File: config.mk
export PLATFORM = sky130hd
export DESIGN_NAME = vkd_probe_ctrl
export DESIGN_NICKNAME = d
export VERILOG_FILES = /design/src/hw/rtl/vkd_pkg.sv /design/src/hw/rtl/vkd_probe_ctrl.sv
export SDC_FILE = /design/constraint.sdc
export NUM_CORES = 1
export LEC_CHECK = 0
export ABC_CLOCK_PERIOD_IN_PS = 4000
export BUFFER_PORTS_ARGS = -buffer_cell sky130_fd_sc_hd__buf_2
export CORE_ASPECT_RATIO = 1.2
export CORE_MARGIN = 1.5
export CORE_UTILIZATION = 50
export CTS_BUF_LIST = sky130_fd_sc_hd__clkbuf_8 sky130_fd_sc_hd__clkbuf_16
export CTS_CLUSTER_DIAMETER = 60
export DETAILED_ROUTE_END_ITERATION = 8
export GPL_ROUTABILITY_DRIVEN = 1
export GPL_TIMING_DRIVEN = 0
export PLACE_DENSITY = 0.87
export SLEW_MARGIN = 20
export SYNTH_ARGS = -nofsm -noshare
export SYNTH_HDL_FRONTEND = slang
export SYNTH_SLANG_ARGS = --single-unit
File: constraint.sdc
create_clock -name clock -period 4 [get_ports clock]
set_input_delay 0.4 -clock clock [delete_from_list [all_inputs] [get_ports clock]]
set_output_delay 0.4 -clock clock [all_outputs]
set_load 0.05 [all_outputs]
File: src/hw/rtl/vkd_pkg.sv
// Shared constants, types and state codes of the vertex key dedup table.
package vkd_pkg;

   localparam int DEF_TABLE_SLOTS     = 2048;
   localparam int DEF_ATTR_INDEX_BITS = 20;
   localparam int VNUM_BITS           = 11;
   localparam int EPOCH_BITS          = 8;

   typedef enum logic [1:0] {
      ST_CLEAR,
      ST_IDLE,
      ST_READ,
      ST_CHECK
   } vkd_state_type;

   typedef struct packed {
      logic rd_en;
      logic wr_en;
   } mem_cmd_type;

endpackage

File: src/hw/rtl/vkd_probe_ctrl.sv
// Probe sequencer: hashing, linear probe, insert, epoch and clear pass.
module vkd_probe_ctrl
   import vkd_pkg::*;
#(
   parameter int TABLE_SLOTS     = DEF_TABLE_SLOTS,
   parameter int ATTR_INDEX_BITS = DEF_ATTR_INDEX_BITS,
   parameter int ENTRY_BITS      = EPOCH_BITS + 3 * ATTR_INDEX_BITS + 2 + VNUM_BITS
) (
   input  logic                           clock,
   input  logic                           reset,
   input  logic                           req_valid,
   output logic                           req_ready,
   input  logic                           req_start,
   input  logic [ATTR_INDEX_BITS-1:0]     req_pos,
   input  logic [ATTR_INDEX_BITS:0]       req_nrm,
   input  logic [ATTR_INDEX_BITS:0]       req_tex,
   input  logic                           res_free,
   output logic                           res_valid,
   output logic [VNUM_BITS-1:0]           res_vnum,
   output logic                           res_new,
   output logic                           res_full,
   output mem_cmd_type                    mem_cmd,
   output logic [$clog2(TABLE_SLOTS)-1:0] mem_addr,
   output logic [ENTRY_BITS-1:0]          mem_wdata,
   input  logic [ENTRY_BITS-1:0]          mem_rdata
);

   localparam int SLOT_BITS = $clog2(TABLE_SLOTS);
   localparam int CNT_BITS  = SLOT_BITS + 1;
   localparam int KEY_BITS  = 3 * ATTR_INDEX_BITS + 2;
   localparam int HASH_BITS = (ATTR_INDEX_BITS + 3 > SLOT_BITS) ?
                              ATTR_INDEX_BITS + 3 : SLOT_BITS;

   vkd_state_type          state_ff, state_in;
   logic [KEY_BITS-1:0]    key_ff, key_in;
   logic [SLOT_BITS-1:0]   addr_ff, addr_in;
   logic [SLOT_BITS-1:0]   probe_ff, probe_in;
   logic [CNT_BITS-1:0]    fill_ff, fill_in;
   logic [EPOCH_BITS-1:0]  epoch_ff, epoch_in;
   logic                   pend_ff, pend_in;

   logic [ATTR_INDEX_BITS-1:0] key_pos;
   logic [ATTR_INDEX_BITS:0]   key_nrm;
   logic [ATTR_INDEX_BITS:0]   key_tex;
   logic [HASH_BITS-1:0]       hash_wide;
   logic [SLOT_BITS-1:0]       home_slot;
   logic [EPOCH_BITS-1:0]      rd_tag;
   logic [KEY_BITS-1:0]        rd_key;
   logic [VNUM_BITS-1:0]       rd_vnum;
   logic [VNUM_BITS-1:0]       fill_vnum;
   logic                       slot_used;
   logic                       key_match;

   assign key_tex   = key_ff[ATTR_INDEX_BITS:0];
   assign key_nrm   = key_ff[2*ATTR_INDEX_BITS+1:ATTR_INDEX_BITS+1];
   assign key_pos   = key_ff[KEY_BITS-1:2*ATTR_INDEX_BITS+2];
   assign hash_wide = HASH_BITS'(key_pos) ^ (HASH_BITS'(key_nrm) << 1)
                    ^ (HASH_BITS'(key_tex) << 2);
   assign home_slot = hash_wide[SLOT_BITS-1:0];

   assign rd_tag    = mem_rdata[ENTRY_BITS-1 -: EPOCH_BITS];
   assign rd_key    = mem_rdata[VNUM_BITS +: KEY_BITS];
   assign rd_vnum   = mem_rdata[VNUM_BITS-1:0];
   assign fill_vnum = VNUM_BITS'(fill_ff);
   assign slot_used = (rd_tag == epoch_ff);
   assign key_match = (rd_key == key_ff);

   always_ff @(posedge clock) begin
      if (reset) begin
         state_ff <= ST_CLEAR;
         addr_ff  <= '0;
         fill_ff  <= '0;
         epoch_ff <= EPOCH_BITS'(1);
         pend_ff  <= 1'b0;
      end else begin
         state_ff <= state_in;
         addr_ff  <= addr_in;
         fill_ff  <= fill_in;
         epoch_ff <= epoch_in;
         pend_ff  <= pend_in;
      end
   end

   always_ff @(posedge clock) begin
      key_ff   <= key_in;
      probe_ff <= probe_in;
   end

   always_comb begin
      state_in  = state_ff;
      key_in    = key_ff;
      addr_in   = addr_ff;
      probe_in  = probe_ff;
      fill_in   = fill_ff;
      epoch_in  = epoch_ff;
      pend_in   = pend_ff;
      req_ready = 1'b0;
      res_valid = 1'b0;
      res_vnum  = '0;
      res_new   = 1'b0;
      res_full  = 1'b0;
      mem_cmd   = '0;
      mem_addr  = addr_ff;
      mem_wdata = {epoch_ff, key_ff, fill_vnum};

      case (state_ff)
         ST_CLEAR: begin
            // tag 0 is never a live epoch
            mem_cmd.wr_en = 1'b1;
            mem_wdata     = '0;
            addr_in       = addr_ff + 1'b1;
            if (addr_ff == '1) begin
               epoch_in = EPOCH_BITS'(1);
               pend_in  = 1'b0;
               state_in = pend_ff ? ST_READ : ST_IDLE;
            end
         end
         ST_IDLE: begin
            req_ready = 1'b1;
            if (req_valid) begin
               key_in   = {req_pos, req_nrm, req_tex};
               probe_in = '0;
               state_in = ST_READ;
               if (req_start) begin
                  fill_in  = '0;
                  epoch_in = epoch_ff + 1'b1;
                  if (epoch_ff == '1) begin
                     addr_in  = '0;
                     pend_in  = 1'b1;
                     state_in = ST_CLEAR;
                  end
               end
            end
         end
         ST_READ: begin
            mem_cmd.rd_en = 1'b1;
            mem_addr      = home_slot;
            addr_in       = home_slot;
            state_in      = ST_CHECK;
         end
         ST_CHECK: begin
            if (!slot_used) begin
               if (res_free) begin
                  mem_cmd.wr_en = 1'b1;
                  res_valid     = 1'b1;
                  res_vnum      = fill_vnum;
                  res_new       = 1'b1;
                  fill_in       = fill_ff + 1'b1;
                  state_in      = ST_IDLE;
               end
            end else if (key_match) begin
               if (res_free) begin
                  res_valid = 1'b1;
                  res_vnum  = rd_vnum;
                  state_in  = ST_IDLE;
               end
            end else if (probe_ff == '1) begin
               if (res_free) begin
                  res_valid = 1'b1;
                  res_full  = 1'b1;
                  state_in  = ST_IDLE;
               end
            end else begin
               mem_cmd.rd_en = 1'b1;
               mem_addr      = addr_ff + 1'b1;
               addr_in       = addr_ff + 1'b1;
               probe_in      = probe_ff + 1'b1;
            end
         end
         default: begin
            state_in = ST_IDLE;
         end
      endcase
   end

endmodule

== Yosys cells after proc, flatten, opt, wreduce, memory -nomap -nowiden ==
Cells that the tools add are included.

* Register bits: 107
* Output and inout port bits: 109

* $add $sub $neg: 4
* Equality and inequality tests: 18
* Muxes and demuxes: 59
* Bitwise operators: 2
* Reductions and logical operators: 10

{| class="wikitable"
|+ Operator list
! kind !! number
|-
| 11-bit two-way mux || 15
|-
| 81-bit two-way mux || 1
|-
| 62-bit == test || 1
|-
| 12-bit two-way mux || 4
|-
| 11-bit case mux with 2 select lines || 2
|-
| 11-bit case mux with 4 select lines || 1
|-
| 8-bit two-way mux || 3
|-
| 12-bit case mux with 2 select lines || 1
|-
| 11-bit by 1-bit adder with 11-bit output (second input constant) || 2
|-
| 11-bit == test (second input constant) || 2
|-
| 11-bit XOR || 2
|-
| 1-bit two-way mux || 18
|-
| 2-bit two-way mux || 9
|-
| 2-bit != test (second input constant) || 9
|-
| 8-bit case mux with 2 select lines || 1
|-
| 5-bit AND reduction || 3
|-
| 12-bit by 1-bit adder with 12-bit output (second input constant) || 1
|-
| 8-bit by 1-bit adder with 8-bit output (second input constant) || 1
|-
| 8-bit == test || 1
|-
| 8-bit == test (second input constant) || 1
|-
| 2-bit case mux with 4 select lines || 1
|-
| 1-bit case mux with 2 select lines || 3
|-
| 3-bit AND reduction || 2
|-
| 2-bit == test (second input constant) || 2
|-
| other kinds (6) || 7
|}

== Logic depth before layout (Yosys ltp) ==
Gate-level depths: netlist of run 1.

* Depth in word-level cells: 5
* Mapped depth: 9
* Gate-level depth less buffers: 8

== Worst setup path after synthesis of run 1 ==
No wires, ideal clock.

* Path type: register to output
* Start: register state_ff[0]
* End: output mem_cmd[0] in the netlist's numbering
* Arrival: 2686 ps
* Setup slack: 914 ps
* Stages on the path, launching flop included: 9
* Cells stage by stage: dfxtp_1 -> ha_1 -> clkbuf_1 -> nand2_1 -> o21ba_2 -> buf_2 -> buf_1 -> nor2_1 -> nor2_1

{| class="wikitable"
|+ RTL lines
! what !! line !! RTL
|-
| from (decl) || vkd_probe_ctrl.sv:34 || <nowiki>vkd_state_type state_ff, state_in;</nowiki>
|-
| from (signal assigned) || vkd_probe_ctrl.sv:76 || <nowiki>state_ff <= state_in;</nowiki>
|-
| to (decl) || vkd_probe_ctrl.sv:22 || <nowiki>output mem_cmd_type mem_cmd,</nowiki>
|}

== Worst setup path in the final report of run 1 ==
* Start: register key_ff[8]
* End: output mem_addr[10]

* Word-level cells in the longest chain between the ends: 4
* Elaborated cells between the ends (all ways): 5
* Classes of those cells: 1 x eq/ne; 3 x mux; 1 x bitwise

{| class="wikitable"
|+ RTL lines
! what !! line !! RTL
|-
| from (decl) || vkd_probe_ctrl.sv:35 || <nowiki>logic [KEY_BITS-1:0] key_ff, key_in;</nowiki>
|-
| from (signal assigned) || vkd_probe_ctrl.sv:85 || <nowiki>key_ff <= key_in;</nowiki>
|-
| 62-bit == test || vkd_probe_ctrl.sv:66 || <nowiki>assign key_match = (rd_key == key_ff);</nowiki>
|-
| 11-bit two-way mux || vkd_probe_ctrl.sv:151 || <nowiki>end else if (key_match) begin</nowiki>
|-
| 11-bit two-way mux || vkd_probe_ctrl.sv:142 || <nowiki>if (!slot_used) begin</nowiki>
|-
| 11-bit case mux with 2 select lines * || vkd_probe_ctrl.sv:106 || <nowiki>case (state_ff)</nowiki>
|-
| to (decl) || vkd_probe_ctrl.sv:23 || <nowiki>output logic [$clog2(TABLE_SLOTS)-1:0] mem_addr,</nowiki>
|}

Mark *: on every way between the ends. The rest lies on a longest branch, timed or not.

==> flow_results.xml, run 1 <==
<?xml version="1.0" encoding="UTF-8"?>
<metrics>
  <group name="run_status">
    <metric name="outcome" unit="">complete, no violations</metric>
  </group>
  <group name="route">
    <metric name="first_iter_violations" unit="">617</metric>
    <metric name="ant_nets" unit="">0</metric>
    <metric name="drc_errors" unit="">0</metric>
    <metric name="drt_pass1_iterations" unit="">6</metric>
    <metric name="dr_total_vias" unit="">6271</metric>
    <metric name="detail_route.wl_per_cell" unit="um">18.2</metric>
    <metric name="wirelength" unit="mm">20.5</metric>
    <metric name="vias_per_cell" unit="">5.57</metric>
  </group>
  <group name="cts">
    <metric name="max-clock-path-buffers" unit="">2</metric>
    <metric name="cts.repair.resized" unit="">0</metric>
    <metric name="cts.sinks" unit="">106</metric>
    <metric name="cts-hold-fix-buffers" unit="">0</metric>
    <metric name="clk_latency" unit="ps">350</metric>
    <metric name="cts.reportedPaths.clkPinSlew" unit="ps">80</metric>
    <metric name="cts_buffers" unit="">9</metric>
    <metric name="clock_tree.root_cell" unit="">sky130_fd_sc_hd__clkbuf_16</metric>
    <metric name="tritoncts" unit="">done</metric>
    <metric name="htree_levels" unit="">3</metric>
    <metric name="post_cts_buffers" unit="">0</metric>
  </group>
  <group name="sta">
    <metric name="fin_skew" unit="ps">11.7</metric>
    <metric name="fmax" unit="MHz">265</metric>
    <metric name="timing.max_slew.rel_slack" unit="%">43.6</metric>
    <metric name="worst-slew-pin-transition" unit="ps">841</metric>
    <metric name="setup_tns" unit="ps">0</metric>
    <metric name="period_minus_slack" unit="ps">3780</metric>
    <metric name="final_max_slew_viols" unit="">0</metric>
    <metric name="rsz0062_at_grt" unit="">false</metric>
    <metric name="setup_failing_eps_final" unit="">0</metric>
    <metric name="timing.final.hold_violations" unit="">0</metric>
    <metric name="finalCritPeriodShare" unit="%">94.4</metric>
  </group>
  <group name="setup_path">
    <metric name="crit_path_start_kind" unit="">register</metric>
    <metric name="cp_max_fo" unit="">10</metric>
    <metric name="timing_worst_setup_path_type" unit="">reg2out</metric>
    <metric name="cp.required" unit="ps">3600</metric>
    <metric name="critical_path_arrival" unit="ps">3380</metric>
    <metric name="worst_setup_path_end_kind" unit="">output port</metric>
  </group>
  <group name="synthesis">
    <metric name="dominant_combinational_cell_family_by_area_after_synthesis" unit="">simple AND/OR/NAND/NOR gates</metric>
    <metric name="synth_edf_count" unit="">73</metric>
    <metric name="post_synthesis_share_of_cell_area_spent_on_xor_and_xnor_gates" unit="%">14.0</metric>
    <metric name="cell_type_with_the_largest_total_area_after_synthesis" unit="">sky130_fd_sc_hd__edfxtp_1</metric>
    <metric name="post_synth_instance_area" unit="sq mm">0.00646</metric>
    <metric name="syn_avg_cell_area" unit="sq um">9.47</metric>
    <metric name="synth_top_area_share" unit="%">33.9</metric>
    <metric name="postSynth.asyncResetShare" unit="%">0</metric>
    <metric name="yosysWarningCount" unit="">0</metric>
    <metric name="synth_simple_gate_area_share" unit="%">25.9</metric>
    <metric name="synth_seq_area_share" unit="%">44.1</metric>
    <metric name="netlist-cell-type-count" unit="">55</metric>
    <metric name="synth-adder-area-share" unit="%">1.55</metric>
    <metric name="synth-compound-area-share" unit="%">9.93</metric>
    <metric name="postSynthRegisterBits" unit="">106</metric>
    <metric name="ys_top_cells_by_area" unit="">sky130_fd_sc_hd__edfxtp_1 34%, sky130_fd_sc_hd__dfxtp_1 10%, sky130_fd_sc_hd__xor2_1 9.2%</metric>
    <metric name="synthFlopType" unit="">sky130_fd_sc_hd__edfxtp_1</metric>
    <metric name="syn_inst" unit="">683</metric>
    <metric name="synthesis.nets" unit="">839</metric>
    <metric name="post_synth_mux_area_share" unit="%">1.57</metric>
  </group>
  <group name="cells_and_area">
    <metric name="post-route-util" unit="%">65.6</metric>
    <metric name="layout-drive-gt1-share" unit="%">30.4</metric>
    <metric name="seqCellArea" unit="sq mm">0.00285</metric>
    <metric name="finish.net_count" unit="">1107</metric>
    <metric name="stdcell_count" unit="">1126</metric>
    <metric name="multiInputGateArea" unit="sq mm">0.00343</metric>
    <metric name="final_cell_area" unit="sq mm">0.00827</metric>
    <metric name="fillers" unit="">1068</metric>
    <metric name="area_growth_syn_to_layout" unit="%">28.0</metric>
  </group>
  <group name="die">
    <metric name="die_h" unit="um">128</metric>
    <metric name="dieWidth" unit="um">107</metric>
    <metric name="start_util" unit="%">51.3</metric>
    <metric name="design.die.area" unit="sq mm">0.0136</metric>
    <metric name="design.core.area" unit="sq mm">0.0126</metric>
    <metric name="rows" unit="">45</metric>
    <metric name="design.portCount" unit="">257</metric>
  </group>
  <group name="power">
    <metric name="peakVddDrop" unit="mV">0.324</metric>
    <metric name="leakagePower" unit="nW">3.43</metric>
    <metric name="power.density" unit="mW/mm^2">494</metric>
  </group>
  <group name="global_route">
    <metric name="globalRouteOverflowTotal" unit="">0</metric>
    <metric name="grt_first_pass_wirelength" unit="mm">30.8</metric>
    <metric name="vias_in_the_first_global_route" unit="">5994</metric>
    <metric name="grt_antenna_before_repair" unit="">3</metric>
    <metric name="grt_max_degree" unit="">33</metric>
    <metric name="globalRouteTotalUtil" unit="%">29.7</metric>
  </group>
  <group name="placement">
    <metric name="gp_routability_congestion" unit="">0.953</metric>
    <metric name="placedInstanceArea" unit="sq mm">0.00798</metric>
    <metric name="numPortBuffers" unit="">256</metric>
    <metric name="post-place-cells" unit="">1104</metric>
    <metric name="detailed_place_hpwl" unit="mm">15.7</metric>
  </group>
  <group name="job">
    <metric name="max_cap_viol_count" unit="">0</metric>
  </group>
  <group name="min_path">
    <metric name="hold_class" unit="">in2reg</metric>
  </group>
</metrics>
## per-layer routing
metal | part of all wire [%] | GRT usage, % | vias to the layer above
met5 | 0 | 0 | -
met4 | 2.6 | 9.80 | 0
met3 | 9.7 | 6.22 | 39
met2 | 51 | 54.3 | 383
met1 | 37 | 34.3 | 2884
li1 | - | - | 2965
## area by class of cell
cell class | count | area share, %
diodes | 7 | 0.212
well taps | 164 | 2.48
plain buffers | 37 | 1.88
clock inverters | 6 | 0.635
clock buffers | 9 | 2.72
flip-flops and latches | 106 | 34.5
inverters | 10 | 0.454
multi-input cells | 530 | 41.4
repair buffers | 257 | 15.7
## per-stage QoR
step           hold slack [ps]  setup WS [ps]  power (mW)
2_1_floorplan              466            914        2.71
3_3_place_gp               484            461        3.21
3_5_place_dp               497            390        3.24
4_1_cts                    213            107        4.07
5_1_grt                    213           81.0        4.25
6_report                   219            223        4.08
## cell usage after synthesis, drive strengths merged, types with 2 or more instances
cell,n
a211o,2
a21o,3
a21oi,21
a22o,10
a311oi,5
a32oi,3
and2,5
and3,5
buf,11
clkbuf,26
clkinv,2
dfxtp,33
edfxtp,73
ha,8
inv,8
mux2i,9
nand2,70
nand2b,3
nand3,16
nand4,19
nand4b,6
nor2,45
nor2b,83
nor3,24
nor3b,2
nor4,19
o211ai,3
o21ai,32
o221ai,6
or3,11
or4,4
xnor2,35
xor2,68
## critical path, cell delays in order, from the launching register on
cell	delay (ps)
sky130_fd_sc_hd__edfxtp_1	440
sky130_fd_sc_hd__xor2_1	160
sky130_fd_sc_hd__nor4_1	630
sky130_fd_sc_hd__nand4_1	250
sky130_fd_sc_hd__nor4_4	560
sky130_fd_sc_hd__buf_6	260
sky130_fd_sc_hd__mux2i_1	110
sky130_fd_sc_hd__a311oi_2	290
sky130_fd_sc_hd__nand2_1	90
sky130_fd_sc_hd__buf_2	220
## flip-flops by register name, summed over array words and instances (netlist names)
name / count
fill_ff: 11
addr_ff: 11
key_ff: 62
epoch_ff: 8
pend_ff: 1
state_ff: 2
probe_ff: 11
## where the power goes
part	switching [mW]	total (mW)	internal, mW
clock network	0.425	0.852	0.427
logic	1.32	1.78	0.461
registers	0.126	1.45	1.32
## logic make-up after synthesis
family,after synthesis
AOI/OAI and AO/OA,96
xor gates and xnor gates,103
adders and majority gates,8
buffers and inverters,47
DFF,106
muxes,10
and+or+nand+nor,313
## layout by cell type (no fill, tap or decap), types with 19 or more instances in the layout
master / Yosys / final
sky130_fd_sc_hd__nor2b_1: 83 / 83
sky130_fd_sc_hd__nor3_1: 23 / 22
sky130_fd_sc_hd__o21ai_0: 30 / 30
sky130_fd_sc_hd__nand4_1: 19 / 19
sky130_fd_sc_hd__clkbuf_1: 25 / 25
sky130_fd_sc_hd__edfxtp_1: 73 / 73
sky130_fd_sc_hd__buf_2: 6 / 262
sky130_fd_sc_hd__xnor2_1: 35 / 35
sky130_fd_sc_hd__a21oi_1: 21 / 21
sky130_fd_sc_hd__nor2_1: 44 / 44
sky130_fd_sc_hd__xor2_1: 68 / 68
sky130_fd_sc_hd__nand2_1: 70 / 70
sky130_fd_sc_hd__dfxtp_1: 33 / 33
## final timing paths
kind               start           end  slack [ps]  depth (start not counted)
max            key_ff[8]  mem_addr[10]         220                          9
min          req_pos[17]    key_ff[59]         220                          1
max reg2reg  epoch_ff[4]   probe_ff[9]         990                          7
min reg2reg  state_ff[0]   state_ff[0]         500                          2
No activity file was read; power rests on OpenSTA's default activity.
==> inputs of run 2 (changes only) <==
--- a/config.mk
+++ b/config.mk
@@ -9,13 +9,14 @@
 export BUFFER_PORTS_ARGS = -buffer_cell sky130_fd_sc_hd__buf_2
 export CORE_ASPECT_RATIO = 1.2
 export CORE_MARGIN = 1.5
-export CORE_UTILIZATION = 50
+export CORE_UTILIZATION = 40
 export CTS_BUF_LIST = sky130_fd_sc_hd__clkbuf_8 sky130_fd_sc_hd__clkbuf_16
 export CTS_CLUSTER_DIAMETER = 60
 export DETAILED_ROUTE_END_ITERATION = 8
 export GPL_ROUTABILITY_DRIVEN = 1
 export GPL_TIMING_DRIVEN = 0
-export PLACE_DENSITY = 0.87
+export PLACE_DENSITY = 0.73
+export REMOVE_ABC_BUFFERS = 1
 export SLEW_MARGIN = 20
 export SYNTH_ARGS = -nofsm -noshare
 export SYNTH_HDL_FRONTEND = slang
==> flow_results.xml, run 2 (synthesized netlist as in run 1, its figures left out) <==
<?xml version="1.0" encoding="UTF-8"?>
<metrics>
  <group name="min_path">
    <metric name="hold-path-endpoint" unit="">key_ff[28]</metric>
    <metric name="min-delay-start" unit="">req_nrm[7]</metric>
    <metric name="hold_class" unit="">in2reg</metric>
    <metric name="min_path_cells" unit="">1</metric>
  </group>
  <group name="sta">
    <metric name="rsz0062_at_grt" unit="">false</metric>
    <metric name="timing.max_slew.rel_slack" unit="%">30.6</metric>
    <metric name="worst-slew-pin-transition" unit="ps">1040</metric>
    <metric name="finalCritPeriodShare" unit="%">92.7</metric>
    <metric name="timing.final.hold_violations" unit="">0</metric>
    <metric name="fmax" unit="MHz">270</metric>
    <metric name="worst_slack" unit="ps">294</metric>
    <metric name="setup_tns" unit="ps">0</metric>
    <metric name="holdWs" unit="ps">204</metric>
    <metric name="fin_skew" unit="ps">12.3</metric>
    <metric name="period_minus_slack" unit="ps">3710</metric>
    <metric name="setup_failing_eps_final" unit="">0</metric>
    <metric name="final_max_slew_viols" unit="">0</metric>
  </group>
  <group name="cts">
    <metric name="clk_latency" unit="ps">360</metric>
    <metric name="cts.reportedPaths.clkPinSlew" unit="ps">70</metric>
    <metric name="cts_buffers" unit="">9</metric>
    <metric name="tritoncts" unit="">done</metric>
    <metric name="htree_levels" unit="">3</metric>
    <metric name="max-clock-path-buffers" unit="">2</metric>
    <metric name="cts.sinks" unit="">106</metric>
    <metric name="clock_tree.root_cell" unit="">sky130_fd_sc_hd__clkbuf_16</metric>
  </group>
  <group name="die">
    <metric name="rows" unit="">50</metric>
    <metric name="dieWidth" unit="um">119</metric>
    <metric name="design.portCount" unit="">257</metric>
    <metric name="start_util" unit="%">41.2</metric>
    <metric name="design.core.area" unit="sq mm">0.0157</metric>
    <metric name="design.die.area" unit="sq mm">0.0169</metric>
    <metric name="die_h" unit="um">142</metric>
  </group>
  <group name="setup_path">
    <metric name="cpMaxStageDelayCell" unit="">sky130_fd_sc_hd__nor4_2</metric>
    <metric name="cp.required" unit="ps">3600</metric>
    <metric name="critical_path_arrival" unit="ps">3310</metric>
    <metric name="timing.reg2reg.setup_slack" unit="ps">1060</metric>
    <metric name="worst_path_dominant_cell_family" unit="">simple AND/OR/NAND/NOR gates</metric>
    <metric name="worst_r2r_path_depth" unit="">6</metric>
    <metric name="cp_max_fo" unit="">10</metric>
    <metric name="timing_worst_setup_path_type" unit="">reg2out</metric>
    <metric name="crit_path_start_kind" unit="">register</metric>
    <metric name="critical_path_buf_inv_count" unit="">2</metric>
    <metric name="worst_setup_path_end_kind" unit="">output port</metric>
    <metric name="critical_path.max_stage_delay" unit="ps">590</metric>
    <metric name="worstReg2RegEnd" unit="">addr_ff[3]</metric>
    <metric name="critical_path.reg2reg.startpoint" unit="">epoch_ff[0]</metric>
    <metric name="cp_cell_sequence" unit="">xor2_1 &gt; nor4_2 &gt; nand4_1 &gt; nor4_4 &gt; buf_6 &gt; and2_1 &gt; a22o_1 &gt; buf_2</metric>
  </group>
  <group name="global_route">
    <metric name="globalRouteOverflowTotal" unit="">0</metric>
    <metric name="grt_first_pass_wirelength" unit="mm">28.7</metric>
    <metric name="globalRouteTotalUtil" unit="%">21.8</metric>
    <metric name="grt_max_degree" unit="">58</metric>
    <metric name="grt_antenna_before_repair" unit="">1</metric>
    <metric name="vias_in_the_first_global_route" unit="">5653</metric>
  </group>
  <group name="route">
    <metric name="dr_total_vias" unit="">5862</metric>
    <metric name="drt_pass1_iterations" unit="">5</metric>
    <metric name="wirelength" unit="mm">18.9</metric>
    <metric name="drc_errors" unit="">0</metric>
    <metric name="first_iter_violations" unit="">347</metric>
    <metric name="detail_route.wl_per_cell" unit="um">16.7</metric>
    <metric name="ant_nets" unit="">0</metric>
    <metric name="vias_per_cell" unit="">5.17</metric>
  </group>
  <group name="cells_and_area">
    <metric name="largest_reg_flops" unit="">62</metric>
    <metric name="most_common_library_cell_in_the_layout_ignoring_fill_and_taps" unit="">sky130_fd_sc_hd__buf_2</metric>
    <metric name="top_register" unit="">key_ff</metric>
    <metric name="finish.net_count" unit="">1075</metric>
    <metric name="multiInputGateArea" unit="sq mm">0.00345</metric>
    <metric name="fillers" unit="">1498</metric>
    <metric name="layout-drive-gt1-share" unit="%">31.5</metric>
    <metric name="area_growth_syn_to_layout" unit="%">27.7</metric>
    <metric name="seqCellArea" unit="sq mm">0.00285</metric>
    <metric name="mostFrequentLayoutCells" unit="">256 x sky130_fd_sc_hd__buf_2, 83 x sky130_fd_sc_hd__nor2b_1, 73 x sky130_fd_sc_hd__edfxtp_1</metric>
  </group>
  <group name="run_status">
    <metric name="outcome" unit="">complete, no violations</metric>
  </group>
  <group name="placement">
    <metric name="detailed_place_hpwl" unit="mm">14.4</metric>
    <metric name="detailedPlace.worstSlack" unit="ps">-252</metric>
    <metric name="numPortBuffers" unit="">256</metric>
    <metric name="gp_routability_congestion" unit="">0.785</metric>
  </group>
  <group name="job">
    <metric name="max_cap_viol_count" unit="">0</metric>
  </group>
  <group name="power">
    <metric name="leakagePower" unit="nW">3.39</metric>
    <metric name="power.density" unit="mW/mm^2">490</metric>
    <metric name="finalPower" unit="mW">4.04</metric>
    <metric name="peakVddDrop" unit="mV">0.281</metric>
  </group>
</metrics>
## run 2: cell count changes in the layout (fill, tap and decap cells not counted), sizes merged
cell	change
diode	-6
clkinvlp	+1
clkbuf	-26
clkinv	-2
inv	+2
buf	-6
## run 2: stage by stage
stage	instances	util (%)	cell area, sq um
floorplan	646	-	6310
global placement	1110	50.0	7850
detailed placement	1115	50.7	7960
CTS	1132	52.5	8250
global route	1133	52.6	8250
finish	1133	52.6	8250
## run 2: report_power, final
| part | internal (mW) | leakage, nW | switching, mW | total, mW |
|---|---|---|---|---|
| clock | 0.426 | 0.130 | 0.426 | 0.852 |
| combinational | 0.477 | 2.33 | 1.26 | 1.74 |
| sequential | 1.32 | 0.934 | 0.124 | 1.45 |
## run 2: how the worst max path moves through the flow
stage,cells after the start,from,end,slack [ps]
after detailed placement,8,key_ff[23],res_vnum[3],-250
after global placement,6,state_ff[0],addr_ff[9],-2170
after global routing,7,state_ff[0],mem_addr[4],120
after CTS,8,key_ff[23],res_vnum[3],230
after floorplan,6,state_ff[0],addr_ff[9],10
final,8,key_ff[23],res_vnum[3],290
## run 2: repair_timing
action	CTS	global route
resized for setup	2	0
setup buffers	1	0
hold buffers	0	0
endpoints found under the setup margin	25	0
## run 2: worst reg2reg max path, cell delays in order (launching register included)
cell	delay, ps
sky130_fd_sc_hd__dfxtp_1	440
sky130_fd_sc_hd__ha_1	250
sky130_fd_sc_hd__nand4_1	100
sky130_fd_sc_hd__o21ai_0	320
sky130_fd_sc_hd__nor2b_1	870
sky130_fd_sc_hd__nand3_1	530
sky130_fd_sc_hd__o221ai_1	340
## run 2: routing by layer
metal | share of wire [%] | track usage [%] | wire [um] | vias to the layer above
li1 | - | - | - | 2892
met1 | 39 | 25.3 | 7350 | 2709
met2 | 52 | 39.0 | 9770 | 233
met3 | 7.1 | 4.97 | 1350 | 28
met4 | 2.4 | 8.50 | 463 | 0
met5 | 0 | 0 | 0 | -
## run 2: layout make-up
cell class / count / area share, %
well taps: 208 / 3.15
flip-flops and latches: 106 / 34.6
clock buffers: 9 / 2.73
inverters: 10 / 0.455
clock inverters: 7 / 0.637
multi-input cells: 530 / 41.8
diodes: 1 / 0.0303
repair buffers: 262 / 16.6
